## src/rtl/gha_pkg.sv

```systemverilog
// shared types and constants of the generational handle allocator
`timescale 1ns / 1ps
package gha_pkg;

  // fixed field widths of the channels
  localparam int unsigned ID_W  = 10;
  localparam int unsigned GEN_W = 16;

  // parameter defaults
  localparam int unsigned MAX_HANDLES_DEF = 1024;
  localparam int unsigned GEN_BITS_DEF    = 16;

  // operation codes on the input channel
  localparam logic [1:0] OP_CREATE  = 2'd0;
  localparam logic [1:0] OP_DESTROY = 2'd1;
  localparam logic [1:0] OP_QUERY   = 2'd2;

  // result status codes
  typedef enum logic [1:0] {
    STAT_OK      = 2'd0,
    STAT_FULL    = 2'd1,
    STAT_IGNORED = 2'd2
  } status_t;

  // decoded command
  typedef enum logic [1:0] {
    CMD_CREATE,
    CMD_DESTROY,
    CMD_QUERY,
    CMD_NOP
  } cmd_t;

  // one classified item as it sits in the queue
  typedef struct packed {
    cmd_t             cmd;
    logic [ID_W-1:0]  id;
    logic [GEN_W-1:0] gen;
    logic             hvalid;
  } gha_item_t;

endpackage

```

## src/rtl/gha_if.sv

```systemverilog
// channel interfaces of the generational handle allocator
`timescale 1ns / 1ps
interface gha_in_if import gha_pkg::*; ();
  logic             valid;
  logic             ready;
  logic [1:0]       op;
  logic [ID_W-1:0]  handle_id;
  logic [GEN_W-1:0] handle_generation;
  logic             handle_valid;

  modport source (output valid, op, handle_id, handle_generation, handle_valid,
                  input ready);
  modport sink (input valid, op, handle_id, handle_generation, handle_valid,
                output ready);
endinterface


```

## src/rtl/gha_front.sv

```systemverilog
// front end: accepts input beats, decodes the operation, two-entry queue
`timescale 1ns / 1ps
module gha_front import gha_pkg::*; (
  input  logic      clk,
  input  logic      rst_n,
  gha_in_if.sink    in_bus,
  output logic      q_valid,
  input  logic      q_pop,
  output gha_item_t q_item
);

  gha_item_t  slot_r [2];
  logic       wr_ptr_r, wr_ptr_nxt;
  logic       rd_ptr_r, rd_ptr_nxt;
  logic [1:0] cnt_r, cnt_nxt;
  logic       push;
  gha_item_t  dec_item;

  // decode the incoming beat
  always_comb begin
    dec_item.id     = in_bus.handle_id;
    dec_item.gen    = in_bus.handle_generation;
    dec_item.hvalid = in_bus.handle_valid;
    case (in_bus.op)
      OP_CREATE:  dec_item.cmd = CMD_CREATE;
      OP_DESTROY: dec_item.cmd = CMD_DESTROY;
      OP_QUERY:   dec_item.cmd = CMD_QUERY;
      default:    dec_item.cmd = CMD_NOP;
    endcase
  end

  assign in_bus.ready = (cnt_r != 2'd2);
  assign push         = in_bus.valid && in_bus.ready;
  assign q_valid      = (cnt_r != 2'd0);
  assign q_item       = slot_r[rd_ptr_r];

  // queue pointers and fill count
  always_comb begin
    wr_ptr_nxt = push ? ~wr_ptr_r : wr_ptr_r;
    rd_ptr_nxt = q_pop ? ~rd_ptr_r : rd_ptr_r;
    cnt_nxt    = cnt_r + {1'b0, push} - {1'b0, q_pop};
  end

  always_ff @(posedge clk) begin
    if (!rst_n) begin
      wr_ptr_r <= 1'b0;
      rd_ptr_r <= 1'b0;
      cnt_r    <= 2'd0;
    end else begin
      wr_ptr_r <= wr_ptr_nxt;
      rd_ptr_r <= rd_ptr_nxt;
      cnt_r    <= cnt_nxt;
    end
  end

  // queue storage
  always_ff @(posedge clk) begin
    if (push) begin
      slot_r[wr_ptr_r] <= dec_item;
    end
  end

endmodule

```

## src/flat_wrapper.sv

```systemverilog
// flat-port wrapper written by rule: the top's interface ports become plain ports
module gha_front_flat import gha_pkg::*;
  (clk, rst_n, q_valid, q_pop, q_item, in_bus_valid, in_bus_op, in_bus_handle_id, in_bus_handle_generation, in_bus_handle_valid, in_bus_ready);
  gha_in_if in_bus_i ();
  input  logic clk;
  input  logic rst_n;
  output logic q_valid;
  input  logic q_pop;
  output gha_item_t q_item;
  input wire logic [$bits(in_bus_i.valid)-1:0] in_bus_valid;
  input wire logic [$bits(in_bus_i.op)-1:0] in_bus_op;
  input wire logic [$bits(in_bus_i.handle_id)-1:0] in_bus_handle_id;
  input wire logic [$bits(in_bus_i.handle_generation)-1:0] in_bus_handle_generation;
  input wire logic [$bits(in_bus_i.handle_valid)-1:0] in_bus_handle_valid;
  output wire logic [$bits(in_bus_i.ready)-1:0] in_bus_ready;
  assign in_bus_i.valid = in_bus_valid;
  assign in_bus_i.op = in_bus_op;
  assign in_bus_i.handle_id = in_bus_handle_id;
  assign in_bus_i.handle_generation = in_bus_handle_generation;
  assign in_bus_i.handle_valid = in_bus_handle_valid;
  assign in_bus_ready = in_bus_i.ready;
  gha_front u_core (.clk(clk), .rst_n(rst_n), .in_bus(in_bus_i), .q_valid(q_valid), .q_pop(q_pop), .q_item(q_item));
endmodule
```

## config.mk

```make
export PLATFORM = sky130hd
export DESIGN_NAME = gha_front_flat
export DESIGN_NICKNAME = d
export VERILOG_FILES = /design/src/rtl/gha_pkg.sv /design/src/rtl/gha_if.sv /design/src/rtl/gha_front.sv /design/src/flat_wrapper.sv
export SDC_FILE = /design/constraint.sdc
export NUM_CORES = 1
export LEC_CHECK = 0
export ABC_CLOCK_PERIOD_IN_PS = 1800
export BUFFER_PORTS_ARGS = -buffer_cell sky130_fd_sc_hd__clkbuf_2
export CORE_MARGIN = 1.5
export CORE_UTILIZATION = 46
export CTS_CLUSTER_SIZE = 20
export DETAILED_ROUTE_END_ITERATION = 10
export PLACE_DENSITY = 0.82
export SLEW_MARGIN = 10
export SYNTH_ARGS = -nofsm -noshare
export SYNTH_HDL_FRONTEND = slang
export SYNTH_SLANG_ARGS = --single-unit
```

## constraint.sdc

```tcl
create_clock -name clk -period 1.8 [get_ports clk]
set_clock_uncertainty 0.15 [all_clocks]
set_input_delay 0.18 -clock clk [delete_from_list [all_inputs] [get_ports clk]]
set_output_delay 0.18 -clock clk [all_outputs]
set_load 0.01 [all_outputs]
```

# ---- Yosys cells after proc, flatten, opt, wreduce, memory -nomap -nowiden
# Memory sizes are Yosys's and may differ from the RTL's. A register that Yosys moved wholly into a read port is not among the register bits.
# Index checks and enable logic that the tools add are counted.
dict set report op_classes {
  reduce_logical 3
  muxes 5
  addsub 2
  bitwise_logic 2
  eq_ne 3
}
# op n
set ops {}
lappend ops {{one-hot mux 2 bit (3 select lines)} 1}
lappend ops {{2-to-1 mux 1 bit} 4}
lappend ops {{adder 2 x 1 -> 2 bit} 1}
lappend ops {{equality test 2 x 1 -> 1 bit (second input constant)} 1}
lappend ops {{equality test 2 bit (second input constant)} 1}
lappend ops {{logical NOT 2 bit} 1}
lappend ops {{!= test 2 bit (second input constant)} 1}
lappend ops {{NOT 1 bit} 2}
lappend ops {{nonzero test 2 bit} 1}
lappend ops {{subtractor 2 x 1 -> 2 bit} 1}
lappend ops {{logical AND 1 bit} 1}
dict set report totals {
  output_inout_bits 31
  word_cells 19
  mem_count 1
  regBits 4
  ram_bits 58
}
# name depth word_bits rd rd_clocked_by_memory_dff write_ports line_no
set mem_list {}
lappend mem_list {u_core.slot_r 2 29 1 1 1 gha_front.sv:12} ;# gha_item_t slot_r [2];

# ---- Longest topological paths before layout
dict set report logic_depth {
  ltp_word 4
  depth_mapped 5
}

# ---- Worst setup path before layout
# OpenSTA, ideal clock, no wires.
dict set report synth_path {
  path_kind {flip-flop to flip-flop}
  startpoint {reg u_core.cnt_r[0]}
  endpoint {mem u_core.slot_r[1][0] (netlist name), enable pin}
  path_buffers 0
  stages_incl_launch_ff 3
  t_arrival_ns 1.282
  slack_ns -0.020
  setup_ns 0.389
  period_less_slack_ns 1.820
  path_cell_list {dfxtp_1 nand2b_4 and3_1}
}
dict set report synth_between {
  elab_chain_cells 4
}
# item line_no
set synth_lines {}
lappend synth_lines {{start: declaration} gha_front.sv:15} ;# logic [1:0] cnt_r, cnt_nxt;
lappend synth_lines {{start signal: assignment} gha_front.sv:52} ;# cnt_r <= cnt_nxt;
lappend synth_lines {{!= test 2 bit} gha_front.sv:32} ;# assign in_bus.ready = (cnt_r != 2'd2);
lappend synth_lines {{named net in_bus_ready} flat_wrapper.sv:15} ;# output wire logic [$bits(in_bus_i.ready)-1:0] in_bus_ready;
lappend synth_lines {{logical AND 1 bit} gha_front.sv:33} ;# assign push = in_bus.valid && in_bus.ready;
lappend synth_lines {{2-to-1 mux 1 bit} gha_front.sv:58} ;# if (push) begin
lappend synth_lines {{2-to-1 mux 1 bit (implied by the code)} gha_front.sv:59} ;# slot_r[wr_ptr_r] <= dec_item;
lappend synth_lines {{end: declaration} gha_front.sv:12}
# The timed path passes the listed nets, and every way through them passes these cells.

==> results.cfg <==
[clocking]
path_clk_slew_ns = 0.06
root_buffer = clkbuf_8
h-tree-depth = 3
cts_tree = built
clock_latency_ns = 0.32
cts_buffers = 9
postCtsSetupRepairBufs = 0
cts_max_path_buffers = 2
cts_sinks = 63

[layout]
stdcell_count = 298
antenna_cells = 0
area_growth_pct = 39.36
layout-drive-gt1-share_pct = 50.44
nets = 258

[worst_setup_path]
crit_family = flip-flops
max_stage_delay_ns = 0.38
arrival_ns = 1.39
worst_setup_path_end_kind = output pin
crit_slowest_cell = dfxtp_1
worst-path-buf-inv = 2
path_class = reg -> out
crit_fanout = 8
crit_required_ns = 1.47
crit_chain = buf_4 -> mux2_2 -> clkbuf_2
start_kind = flip-flop

[power]
peakVddDrop_v = 0.0006154
leakage_nw = 1.338
total_power_mw = 3.531
power_density_mw_per_mm2 = 1059

[sta]
tns_ns = 0
rsz0062_at_grt = false
relSlewSlack_pct = 85.93
worst_pin_slew_ns = 0.2108
setup_ws_ns = 0.08104
min_period_ns = 1.719
maxSlewViolCount = 0
max_freq_mhz = 581.7
finalSetupViolations = 0
finalHoldViolations = 0
fin_crit_sh_pct = 95.50

[floorplan]
die_width_microns = 75.14
rows = 26
fp.coreArea_sq_mm = 0.005075
pin_count = 64
start_util_pct = 47.16
die_y_microns = 75.14
die-area_sq_mm = 0.005645

[placed_design]
hpwl_mm = 2.662
place.gp.congestion = 0.6564
place_ws_ns = 0.2583
io_buffers = 63
place_inst = 253

[route]
firstDrtPassIters = 4
vias = 1351
wl_met1_mm = 1.714
wl_met2_mm = 2.012
wl_met3_microns = 218
drc_errors = 0
top_layer = met4
avgRoutedWirePerCell_microns = 13.36
via_per_inst = 4.534
postRouteAntennaNets = 0
drt_iter0_drc = 59
drt-total-wl_mm = 3.982

[logic_synthesis]
synth_top_area_share_pct = 72.77
syn_inst = 118
ys_warn_count = 0
ys_ff_latch = 63
yosys_most_used_dff = edfxtp_1
synth_common_cells = edfxtp_1 (58), mux2_2 (19), mux2_4 (10)
yosysTopAreaCell = edfxtp_1
yosysUniqueCellTypes = 23
synth.avg_cell_area_sq_um = 20.28
synth.cell_area_sq_mm = 0.002394
synth_edf_count = 58
ys_async_sr_fraction_pct = 0
synthTopCellsByArea = edfxtp_1 (73%), mux2_2 (8.9%), mux2_4 (6.3%)
syn-num-nets = 152
ys_seq_area_share_pct = 76.95
synth_most_common_cell = edfxtp_1

[global_route]
grt_pass1_wl_mm = 5.947
grt.total_usage_pct = 15.09
grt_pass1_vias = 1336
grt_max_degree = 23
grt_overflow = 0
antenna_found_initial = 0

[flow_run]
cap_violations = 0

[hold_path]
hold_path.class = in -> reg

[status]
outcome = complete, no violations
timing repair:
action	4_1_cts	5_1_grt
gates resized for setup	1	1
hold buffers	30	0
endpoints found under the hold margin	61	0
endpoints found under the setup margin	2	1
metrics by stage:
step           util [%]  instance area [sq um]  hold WS [ns]
2_1_floorplan         -                   2395        0.1289
3_3_place_gp      55.72                   2828        0.2190
3_5_place_dp      55.72                   2828        0.2230
4_1_cts           65.66                   3332       0.04849
5_1_grt           65.73                   3336       0.06898
6_report          65.73                   3336       0.06411
layout by cell type, fill, tap and decap left out, types with 2 or more instances in the layout:
| cell type | instances |
|---|---|
| mux2_2 | 19 |
| mux2i_1 | 2 |
| bufinv_16 | 2 |
| clkinv_1 | 3 |
| clkbuf_2 | 63 |
| nand2_1 | 2 |
| buf_4 | 5 |
| edfxtp_1 | 58 |
| dlygate4sd3_1 | 30 |
| clkbuf_8 | 9 |
| inv_1 | 2 |
| mux2_4 | 10 |
| dfxtp_1 | 5 |
| and2_1 | 2 |
layer usage:
metal  global-route usage, %  up-vias
met5                       0        -
met4                   8.730        0
met3                   5.355        6
met2                   25.37       48
met1                   16.58      635
li1                        -      662
registers in the layout (all words and copies together) (netlist names), named ones only:
signal / flops
u_core.slot_r: 58
u_core.cnt_r: 2
u_core.rd_ptr_r: 1
u_core.wr_ptr_r: 1
worst reg2reg max path, stage by stage, from the launching register on:
cell and delay, ns:
dfxtp_1 0.36, inv_1 0.05, ha_1 0.30, and2b_1 0.21, mux2i_1 0.21, mux2i_1 0.19
report_power, final:
group	total (mW)	internal (mW)	switching, mW
clock	1.23	0.755	0.473
sequential	1.77	1.73	0.0367
combinational	0.534	0.290	0.244
total	3.53	2.78	0.753
cell type report:
cell class | count | area (sq um)
Clock inverter | 6 | 76.32
Sequential cell | 63 | 1842
Tap cell | 70 | 87.58
Fill cell | 371 | 1739
Multi-Input combinational cell | 48 | 510.5
Inverter | 2 | 7.507
Timing Repair Buffer | 100 | 688.2
Clock buffer | 9 | 123.9
path summary, 6_finish.rpt:
path | startpoint | end | slack, ns | cells after the start
max reg2reg | u_core.cnt_r[0]$_SDFF_PN0_ | u_core.cnt_r[1]$_SDFF_PN0_ | 0.26 | 5
max | flip-flop | q_item[12] | 0.08 | 3
min | q_pop | u_core.rd_ptr_r$_SDFFE_PN0P_ | 0.06 | 3
min reg2reg | u_core.wr_ptr_r$_SDFFE_PN0P_ | u_core.wr_ptr_r$_SDFFE_PN0P_ | 0.42 | 2
cell families after synthesis:
logic type,after synthesis,synth area share (%)
XOR/XNOR,1,0.3660
flip-flops,63,76.95
buffers and inverters,7,1.777
AND/OR/NAND/NOR,11,3.085
AO/OA/AOI/OAI,4,1.255
adder cells (fa/ha/maj),1,0.5227
multiplexers,31,16.05
No activity file was read; power rests on OpenSTA's default activity.
